==> src/hw/rtl/pressure_temperature_compensation_unit_assert.svh <==
// ----------------------------------------------------------------------------
// assertion macros for the compensation unit
// concurrent checks that vanish when SYNTHESIS is defined
// ----------------------------------------------------------------------------
`ifndef PRESSURE_TEMPERATURE_COMPENSATION_UNIT_ASSERT_SVH
`define PRESSURE_TEMPERATURE_COMPENSATION_UNIT_ASSERT_SVH

`ifndef SYNTHESIS
// property checked at every clock edge outside reset
`define PTCU_ASSERT(lbl, clk, rst_n, prop) \
	lbl: assert property (@(posedge clk) disable iff (!rst_n) (prop)) \
		else $error("assertion failed");
// condition in one cycle implies expression in the next
`define PTCU_ASSERT_NEXT(lbl, clk, rst_n, cond, expr) \
	lbl: assert property (@(posedge clk) disable iff (!rst_n) (cond) |=> (expr)) \
		else $error("assertion failed");
`else
`define PTCU_ASSERT(lbl, clk, rst_n, prop)
`define PTCU_ASSERT_NEXT(lbl, clk, rst_n, cond, expr)
`endif

`endif

==> src/hw/rtl/ptcu_pkg.sv <==
// ----------------------------------------------------------------------------
// ptcu_pkg
// shared types and constants of the compensation unit
// ----------------------------------------------------------------------------
package ptcu_pkg;

	localparam int QUEUE_DEPTH_DEF = 4;
	// divider: 64-bit dividend, divisor magnitude below 2^31
	localparam int DIV_W = 64;
	localparam int DEN_W = 31;

	typedef struct packed {
		logic signed [15:0] p9;
		logic signed [15:0] p8;
		logic signed [15:0] p7;
		logic signed [15:0] p6;
		logic signed [15:0] p5;
		logic signed [15:0] p4;
		logic signed [15:0] p3;
		logic signed [15:0] p2;
		logic [15:0]        p1;
		logic signed [15:0] t3;
		logic signed [15:0] t2;
		logic [15:0]        t1;
	} calib_t;

	typedef struct packed {
		logic signed [24:0] fine;
		logic signed [14:0] temp;
		logic [19:0]        raw_p;
	} qent_t;

	typedef struct packed {
		logic               neg;
		logic               invalid;
		logic signed [14:0] temp;
	} div_side_t;

endpackage

==> src/hw/rtl/ptcu_queue.sv <==
// ----------------------------------------------------------------------------
// ptcu_queue
// small fifo between the temperature front and the pressure back
// ----------------------------------------------------------------------------
`include "pressure_temperature_compensation_unit_assert.svh"

module ptcu_queue #(
	parameter int DEPTH = ptcu_pkg::QUEUE_DEPTH_DEF
) (
	input  logic            clk,
	input  logic            arst_n,
	input  logic            push,
	input  ptcu_pkg::qent_t push_data,
	input  logic            pop,
	output logic            full,
	output logic            empty,
	output ptcu_pkg::qent_t head
);
	import ptcu_pkg::*;

	localparam int PW = (DEPTH > 1) ? $clog2(DEPTH) : 1;
	localparam int CW = $clog2(DEPTH + 1);

	qent_t         mem_q [0:DEPTH-1];
	logic [PW-1:0] wr_q, rd_q;
	logic [CW-1:0] cnt_q;

	assign full  = (cnt_q == CW'(DEPTH));
	assign empty = (cnt_q == '0);
	assign head  = mem_q[rd_q];

	always_ff @(posedge clk or negedge arst_n) begin
		if (!arst_n) begin
			wr_q  <= '0;
			rd_q  <= '0;
			cnt_q <= '0;
		end else begin
			if (push) begin
				wr_q <= (wr_q == PW'(DEPTH - 1)) ? '0 : wr_q + 1'b1;
			end
			if (pop) begin
				rd_q <= (rd_q == PW'(DEPTH - 1)) ? '0 : rd_q + 1'b1;
			end
			if (push && !pop) begin
				cnt_q <= cnt_q + 1'b1;
			end else if (pop && !push) begin
				cnt_q <= cnt_q - 1'b1;
			end
		end
	end

	always_ff @(posedge clk) begin
		if (push) begin
			mem_q[wr_q] <= push_data;
		end
	end

	`PTCU_ASSERT(a_cnt_bound, clk, arst_n, cnt_q <= CW'(DEPTH))
	`PTCU_ASSERT_NEXT(a_pop_drains, clk, arst_n, pop && !push, cnt_q == $past(cnt_q) - 1'b1)

endmodule

==> config.mk <==
export PLATFORM = sky130hd
export DESIGN_NAME = ptcu_queue
export DESIGN_NICKNAME = d
export VERILOG_FILES = /design/src/hw/rtl/ptcu_pkg.sv /design/src/hw/rtl/ptcu_queue.sv
export VERILOG_INCLUDE_DIRS = /design/src /design/src/hw/rtl
export SDC_FILE = /design/constraint.sdc
export NUM_CORES = 1
export LEC_CHECK = 0
export ABC_AREA = 1
export BUFFER_PORTS_ARGS = -buffer_cell sky130_fd_sc_hd__buf_2
export CORE_MARGIN = 4
export CORE_UTILIZATION = 35
export DETAILED_ROUTE_END_ITERATION = 10
export RECOVER_POWER = 50
export SLEW_MARGIN = 20
export SYNTH_ARGS = -nofsm -noshare
export SYNTH_HDL_FRONTEND = slang
export SYNTH_SLANG_ARGS = --single-unit
==> constraint.sdc <==
create_clock -name clk -period 3.3 [get_ports clk]
set_input_delay 0.66 -clock clk [delete_from_list [all_inputs] [get_ports clk]]
set_output_delay 0.66 -clock clk [all_outputs]
set_load 0.05 [all_outputs]
==> impl_metrics.ini <==
[status]
outcome = finished with violations
violations = capacitance limit, slew limit

[sta]
finalSetupTns_ns = 0
hold_viol = 0
finalSetupViolCount = 0
worst_pin_slew_ns = 1.87
finalWorstSetupSlack_ns = 0.322
rsz0062_at_grt = false
slew_viol_final = 61
fin_crit_sh_pct = 90.2
max_freq_mhz = 336
fin_crit_ns = 2.98
max_slew_margin_pct = -24.6
clock_skew_ns = 0.00510
holdWs_ns = 0.399

[hold_path]
hold_start = push_data[37]
hold_class = in -> reg
hold_depth = 1
min_to = mem_q[3][37]

[logic_synthesis]
syn_area_mm2 = 0.00986
yosysTopAreaCellShare_pct = 73.1
synth_ff_type = edfxtp_1
async_reset_ff_share_pct = 2.83
synthesis.nets = 823
yosys_warnings = 0
ys_seq_elements = 247
ys_seq_area_share_pct = 74.8
ys_top_cells_by_count = edfxtp_1, nand2_1, inv_1, o211ai_1, buf_2
yosys.area.top_type = edfxtp_1
syn_inst = 752
avgSynthCellArea_um2 = 13.1
synth.area.top_cells = edfxtp_1, o211ai_1, nand2_1
synth.most_common_cell = edfxtp_1
synth.distinct_cells = 17
synth-edff-count = 240

[floorplan]
start_util_pct = 35.5
row_count = 61
io_pins = 126
die_w_um = 176
die_area_mm2 = 0.0309
die_h_um = 176
core_area_mm2 = 0.0278

[power]
power_density_mw_per_mm2 = 986
p_total_mw = 11.5
vdd_drop_max_uv = 570
p_leak_nw = 4.58

[setup_path]
cp_max_fo = 76
critical_path_arrival_ns = 2.32
start_kind = register
cp_data_required_time_ns = 2.64
r2r_slack_ns = 0.79
r2r-start = wr_q[1]
worstReg2RegEnd = mem_q[1][2]
worstSetupPathType = reg -> out
cp-end-kind = output port
r2r_cells = 5

[detailed_routing]
drcViolationCount = 0
wl_met1_mm = 8.23
routedWlPerCell_um = 14.9
wl_met3_mm = 1.28
highest_layer = met5
routed_wl_mm = 19.0
wl_met2_mm = 9.18
dr.pass1.iters = 4
vias = 5701
viasPerCell = 4.48
drt_iter0_drc = 295
final_antenna_net_count = 0

[layout]
drive_gt1_share_pct = 12.4
finish.utilization_pct = 42.1
n_antenna_cell = 0
stdcell_count = 1272
area_growth_pct = 18.4
final_area_mm2 = 0.0117
final_nets = 950

[clock_network]
root_buffer = clkbuf_16
insertion_delay_ns = 0.51
clock-sinks = 247
clk_pin_slew_ns = 0.06
clockBufferDepth = 3
htreeDepth = 1
cts_tree = done
cts_buffers = 27

[grt]
grt_overflow_total = 0
grt.total_usage_pct = 12.3
grt_pass1_wl_mm = 30.7
grt_max_degree = 77
grt_antenna_before_repair = 1
grt_pass1_vias = 5712

[placement]
placement.setup.worst_slack_ns = 0.866
place_area_mm2 = 0.0109
io_buffers = 125
routabilityCongestion = 0.699
placed_cells = 1227
dp.final_hpwl_mm = 10.8

[job]
maxCapViolCount = 1
[critical path, stage by stage, from the launching register on]
cell and delay, ns:
dfrtp_1 0.43, inv_6 0.42, buf_4 0.40, o211ai_1 0.14, nand2_1 0.12, buf_2 0.27
[placed cells by master, fill, tap and decap left out, drive strengths merged]
master       count
edfxtp         240
nand2          195
inv            134
o211ai         120
clkbuf          95
buf             73
clkinv           8
dfrtp            7
ha               6
o21ai            4
bufinv           3
nor3             2
nor2             2
xnor2            1
nand3            1
nand4            1
fa               1
dlygate4sd3      1
[where the power goes]
| part | switching [mW] | internal (mW) | total, mW |
|---|---|---|---|
| combinational | 3.51 | 1.01 | 4.52 |
| clock | 1.13 | 1.71 | 2.84 |
| sequential | 0.131 | 4.03 | 4.16 |
[registers in the layout (all words and copies together), names as in the netlist]
register and count:
mem_q 240, rd_q 2, cnt_q 3, wr_q 2
[logic make-up (layout without fill, tap and decap cells)]
logic type	Yosys count	in the layout	share of synthesized area (%)
flops	247	247	74.8
buf+inv	172	314	7.06
compound gates	124	124	9.34
simple gates	201	201	7.71
xor+xnor	1	1	0.0888
fa+ha+maj	7	7	0.964
[how the worst max path moves through the flow]
| stage | startpoint | end | cells past startpoint |
|---|---|---|---|
| 2_1_floorplan | push | mem_q[3][0] | 2 |
| 3_5_place_dp | rd_q[0] | head[31] | 5 |
| 6_report | rd_q[0] | head[29] | 5 |
| 3_3_place_gp | rd_q[0] | head[25] | 5 |
| 4_1_cts | rd_q[0] | head[29] | 5 |
| 5_1_grt | rd_q[0] | head[29] | 5 |
[cell type report]
class,instances,area (µm²)
clock buffers,32,694
clock inverters,12,130
fillers,2620,16100
well taps,378,473
repair buffers,137,713
multi-input cells,333,1790
flip-flops and latches,247,7380
inverters,133,504
[metal layers]
layer	track usage, %	up-vias
met5	0	-
met2	21.2	131
met3	3.06	27
met4	2.96	2
met1	15.8	2664
li1	-	2877
[what timing repair did]
item | in CTS | in global routing
setup buffers | 0 | 0
hold buffers | 1 | 0
endpoints found under the hold margin | 7 | 0
resized for setup | 0 | 0
(Power assumes the default switching activity.)
