===== src/hw/rtl/pressure_temperature_compensation_unit_assert.svh =====
// ----------------------------------------------------------------------------
// assertion macros for the compensation unit
// concurrent checks that vanish when SYNTHESIS is defined
// ----------------------------------------------------------------------------
`ifndef PRESSURE_TEMPERATURE_COMPENSATION_UNIT_ASSERT_SVH
`define PRESSURE_TEMPERATURE_COMPENSATION_UNIT_ASSERT_SVH

`ifndef SYNTHESIS
// property checked at every clock edge outside reset
`define PTCU_ASSERT(lbl, clk, rst_n, prop) \
	lbl: assert property (@(posedge clk) disable iff (!rst_n) (prop)) \
		else $error("assertion failed");
// condition in one cycle implies expression in the next
`define PTCU_ASSERT_NEXT(lbl, clk, rst_n, cond, expr) \
	lbl: assert property (@(posedge clk) disable iff (!rst_n) (cond) |=> (expr)) \
		else $error("assertion failed");
`else
`define PTCU_ASSERT(lbl, clk, rst_n, prop)
`define PTCU_ASSERT_NEXT(lbl, clk, rst_n, cond, expr)
`endif

`endif


===== src/hw/rtl/ptcu_pkg.sv =====
// ----------------------------------------------------------------------------
// ptcu_pkg
// shared types and constants of the compensation unit
// ----------------------------------------------------------------------------
package ptcu_pkg;

	localparam int QUEUE_DEPTH_DEF = 4;
	// divider: 64-bit dividend, divisor magnitude below 2^31
	localparam int DIV_W = 64;
	localparam int DEN_W = 31;

	typedef struct packed {
		logic signed [15:0] p9;
		logic signed [15:0] p8;
		logic signed [15:0] p7;
		logic signed [15:0] p6;
		logic signed [15:0] p5;
		logic signed [15:0] p4;
		logic signed [15:0] p3;
		logic signed [15:0] p2;
		logic [15:0]        p1;
		logic signed [15:0] t3;
		logic signed [15:0] t2;
		logic [15:0]        t1;
	} calib_t;

	typedef struct packed {
		logic signed [24:0] fine;
		logic signed [14:0] temp;
		logic [19:0]        raw_p;
	} qent_t;

	typedef struct packed {
		logic               neg;
		logic               invalid;
		logic signed [14:0] temp;
	} div_side_t;

endpackage


===== src/hw/rtl/ptcu_front.sv =====
// ----------------------------------------------------------------------------
// ptcu_front
// accepts raw samples, computes fine and compensated temperature
// ----------------------------------------------------------------------------
module ptcu_front (
	input  logic             clk,
	input  logic             arst_n,
	input  logic             in_valid,
	output logic             in_ready,
	input  logic [19:0]      raw_t,
	input  logic [19:0]      raw_p,
	input  ptcu_pkg::calib_t calib,
	input  logic             q_full,
	output logic             push,
	output ptcu_pkg::qent_t  push_data
);
	import ptcu_pkg::*;

	localparam logic signed [14:0] TEMP_MIN = -15'sd4000;
	localparam logic signed [14:0] TEMP_MAX = 15'sd8500;

	logic fe;
	logic vld_s1, vld_s2, vld_s3, vld_s4;

	logic signed [17:0] d1_c, d1_s1;
	logic signed [16:0] d2_c, d2_s1;
	logic [19:0]        rp_s1, rp_s2, rp_s3, rp_s4;
	logic signed [34:0] m1_c;
	logic signed [33:0] sq_c;
	logic signed [23:0] a1_s2;
	logic signed [21:0] sq_s2;
	logic signed [37:0] m2_c;
	logic signed [24:0] fine_c, fine_s3, fine_s4;
	logic signed [28:0] tm_c;
	logic signed [20:0] tc_c;
	logic signed [14:0] tsat_c, temp_s4;

	assign fe       = !(vld_s4 && q_full);
	assign in_ready = fe;
	assign push     = vld_s4 && !q_full;
	assign push_data = '{fine: fine_s4, temp: temp_s4, raw_p: rp_s4};

	assign d1_c = $signed({1'b0, raw_t[19:3]}) - $signed({1'b0, calib.t1, 1'b0});
	assign d2_c = $signed({1'b0, raw_t[19:4]}) - $signed({1'b0, calib.t1});
	assign m1_c = d1_s1 * calib.t2;
	assign sq_c = d2_s1 * d2_s1;
	assign m2_c = sq_s2 * calib.t3;
	assign fine_c = a1_s2 + $signed(m2_c[37:14]);
	assign tm_c = fine_s3 * 29'sd5 + 29'sd128;
	assign tc_c = tm_c[28:8];
	assign tsat_c = (tc_c < TEMP_MIN) ? TEMP_MIN :
		((tc_c > TEMP_MAX) ? TEMP_MAX : tc_c[14:0]);

	always_ff @(posedge clk or negedge arst_n) begin
		if (!arst_n) begin
			vld_s1 <= 1'b0;
			vld_s2 <= 1'b0;
			vld_s3 <= 1'b0;
			vld_s4 <= 1'b0;
		end else if (fe) begin
			vld_s1 <= in_valid;
			vld_s2 <= vld_s1;
			vld_s3 <= vld_s2;
			vld_s4 <= vld_s3;
		end
	end

	always_ff @(posedge clk) begin
		if (fe) begin
			d1_s1   <= d1_c;
			d2_s1   <= d2_c;
			rp_s1   <= raw_p;
			a1_s2   <= m1_c[34:11];
			sq_s2   <= sq_c[33:12];
			rp_s2   <= rp_s1;
			fine_s3 <= fine_c;
			rp_s3   <= rp_s2;
			fine_s4 <= fine_s3;
			temp_s4 <= tsat_c;
			rp_s4   <= rp_s3;
		end
	end

endmodule


===== config.mk =====
export PLATFORM = sky130hd
export DESIGN_NAME = ptcu_front
export DESIGN_NICKNAME = d
export VERILOG_FILES = /design/src/hw/rtl/pressure_temperature_compensation_unit_assert.svh /design/src/hw/rtl/ptcu_pkg.sv /design/src/hw/rtl/ptcu_front.sv
export SDC_FILE = /design/constraint.sdc
export NUM_CORES = 2
export LEC_CHECK = 0
export ABC_AREA = 1
export BUFFER_PORTS_ARGS = -buffer_cell sky130_fd_sc_hd__buf_2
export CORE_MARGIN = 2
export CORE_UTILIZATION = 60
export DETAILED_ROUTE_END_ITERATION = 10
export PLACE_DENSITY_LB_ADDON = 0.3
export SETUP_SLACK_MARGIN = 0.3
export SYNTH_ARGS = -nofsm -noshare
export SYNTH_HDL_FRONTEND = slang
export SYNTH_SLANG_ARGS = --single-unit

===== constraint.sdc =====
create_clock -name clk -period 14.9 [get_ports clk]
set_input_delay 1.49 -clock clk [delete_from_list [all_inputs] [get_ports clk]]
set_output_delay 1.49 -clock clk [all_outputs]
set_load 0.005 [all_outputs]

==> results by group <==
Clocking
  • Clock tree root driver cell: clkbuf_16
  • Clk buf depth: 3
  • Setup repair bufs after CTS: 0
  • H-tree lvl count: 1
  • Worst-Skew Late Latency: roughly 0.60 ns
  • Inserted Clock Buffers: 28
  • Resize count post-CTS: 0
  • Clock Sinks: 212
  • Worst-path clk slew: roughly 0.070 ns
  • CTS tree: done
  • CTS Hold Buffers Added: 0

Synth
  • Top FF cell, synth: edfxtp_1
  • Asr flop ratio synth: about 1.9%
  • Commonest cells in the netlist: inv_1, nand2_1, fa_1
  • Yosys warns: 0
  • Most numerous cell in the Yosys netlist: inv_1
  • Share of the yosys chip area belonging to registers: between 10 and 15%
  • Cell taking the most area after synthesis: fa_1
  • Syn_area_per_cell: between 8 and 9 µm²
  • Synthesized instance count: ~5000
  • Synthesized area: between 40000 and 50000 µm²
  • Post-synth EDFFs: around 210
  • Top-area cell type share of the netlist area: ~41%
  • Synth Register Bits: 212
  • Top cells by area, synth: fa_1, edfxtp_1, inv_1
  • Net Count, Synth: around 6500
  • Yosys cell types: 49

Worst setup path
  • Crit path max-delay family: adder cells
  • Reg-to-Reg Start: sq_s2[7]$_DFFE_PN_
  • Setup crit end kind: register
  • Critical path class: input port to register
  • Flop2flop setup slack: roughly 6.5 ns
  • CP startpoint kind: input port
  • CP most frequent cell: fa_1
  • Slowest stage cell, crit path: fa_1
  • Worst-path maximum fanout: 22
  • Worst Path Required: approximately 15 ns
  • Worst Reg-to-Reg Cells: 30
  • RR Endpoint: fine_s3[24]$_DFFE_PN_
  • Largest stage delay, worst path: around 0.58 ns
  • Buf/Inv on CP: 6
  • Crit path arrival time: between 9 and 10 ns

Final layout
  • Final Util: ~64%
  • Fillers: ~6100
  • Layout cells sized above 1: 5.50%
  • Final nets: 6559
  • Layout area overhead: 5.88%

STA
  • Worst rel slew slack: a little over a third
  • Setup TNS Final: 0 ns
  • Final worst-path setup slack: roughly 6.1 ns
  • Worst-Margin Slew: approximately 0.98 ns
  • Final min period: 8.83 ns
  • Final hold vios: 0
  • Final period util: 59.2%
  • RSZ-0062 raised after global routing: no
  • Final count of negative-setup-slack endpoints: 0
  • Max Slew Vio Count: 0
  • Setup Skew: approximately 0.037 ns
  • Fmax: 0.113 GHz

Placement
  • Port Buffers: 150
  • Setup WS pre-CTS: between 5 and 6 ns
  • HPWL Detailed: ~81 mm
  • Gp weighted congestion: about 0.9

Route
  • # DRC: 0
  • Drt initial violations: 2244
  • Final ANT Viol Nets: 0
  • First drt pass iteration count: 6
  • DR vias: 31700
  • Drt wl/cell: around 17 µm
  • Total Wirelength: 99.6 mm
  • Via density: 5.25

GRT
  • First-pass GRT wire length: 168 mm
  • Overall Global Routing Usage: around 28%
  • Grt ovf: 0
  • Initial antenna violation count: 2
  • Number of global-route vias before repair: around 34000
  • Largest net degree at the start of global routing: between 70 and 80

Floorplanning
  • Io pins: about 300
  • Initial Util: around three fifths
  • DIE HEIGHT: between 200 and 300 µm
  • Die extent in x: between 200 and 300 µm
  • Row cnt: between 90 and 100
  • Core Area: 72800 µm²
  • Die ar.: 75700 µm²

Worst hold path
  • Hold_sp: rp_s3[15]$_DFFE_PN_
  • Hold Crit Depth: 0
  • Hold Path Sink: rp_s4[15]$_DFFE_PN_
  • Hold Path Class: register to register

Run
  • MaxCap Viol Count: 0

Run status
  • Outcome: finished clean
[cell families after synthesis]
kind of cell | count (synthesis) | synth area share, %
AOI/OAI and AO/OA | 361 | 4.66
xor gates and xnor gates | 149 | 2.98
adders and majority gates | 1272 | 51.6
buffers and inverters | 1635 | 13.9
DFF | 212 | 14.4
muxes | 2 | 0.0511
and+or+nand+nor | 1368 | 12.4
[metrics by stage]
stage / std cells / hold slack, ns / cell area, µm²
CTS: 6032 / 0.414 / 46700
floorplan: 4999 / 0.400 / 44100
detailed placement: 5980 / 0.405 / 45700
global placement: 5980 / 0.400 / 45700
finish: 6033 / 0.407 / 46700
global route: 6032 / 0.418 / 46700
[state kept, by name (all words and copies together), names as in the netlist]
register / count
a1_s2: 23
d1_s1: 18
fine_s3: 25
fine_s4: 25
rp_s1: 20
rp_s2: 20
rp_s3: 20
rp_s4: 20
sq_s2: 22
temp_s4: 15
vld_s1: 1
vld_s2: 1
vld_s3: 1
vld_s4: 1
[cells in the final DEF, fill, tap and decap left out, types with 17 or more instances in the layout]
cell type / n
inv_1: 1473
nand2_1: 1056
fa_1: 909
ha_1: 363
edfxtp_1: 208
a21oi_1: 176
nor2_1: 159
buf_2: 150
xor2_1: 92
o21ai_0: 83
nand3_1: 65
xnor2_1: 56
buf_4: 32
clkbuf_16: 28
a31oi_1: 19
nand4_1: 18
a21o_1: 18
nor3_1: 17
[final cells by class]
class	instances	area (µm²)	share of cell area, %
Multi-Input combinational cell	3152	31600	67.7
Sequential cell	212	6350	13.6
Inverter	1475	5540	11.9
Tap cell	959	1200	2.57
Timing Repair Buffer	182	991	2.12
Clock buffer	28	701	1.50
Clock inverter	24	294	0.630
Antenna cell	1	2.50	0.00536
[routing by layer]
metal,part of all wire (%),vias up,track usage [%]
met5,0.013,-,0
met4,3.7,2,9.53
met3,6.8,223,3.46
met2,49,1085,48.9
met1,40,15700,36.3
li1,-,14700,-
[how the worst max path moves through the flow]
stage / startpoint / to / slack [ns] / cells past startpoint
final: calib[39] / fine_s3[24]$_DFFE_PN_ / 6.07 / 31
after global routing: calib[39] / fine_s3[24]$_DFFE_PN_ / 5.54 / 33
after CTS: calib[39] / fine_s3[24]$_DFFE_PN_ / 6.10 / 31
after detailed placement: calib[39] / fine_s3[24]$_DFFE_PN_ / 5.52 / 31
after global placement: calib[39] / fine_s3[24]$_DFFE_PN_ / 5.58 / 33
after floorplan: calib[39] / fine_s3[24]$_DFFE_PN_ / 6.83 / 33
Power is left out: the tool's default activity adds up to more than one toggle a clock period on the data nets, which glitch-free logic cannot reach.
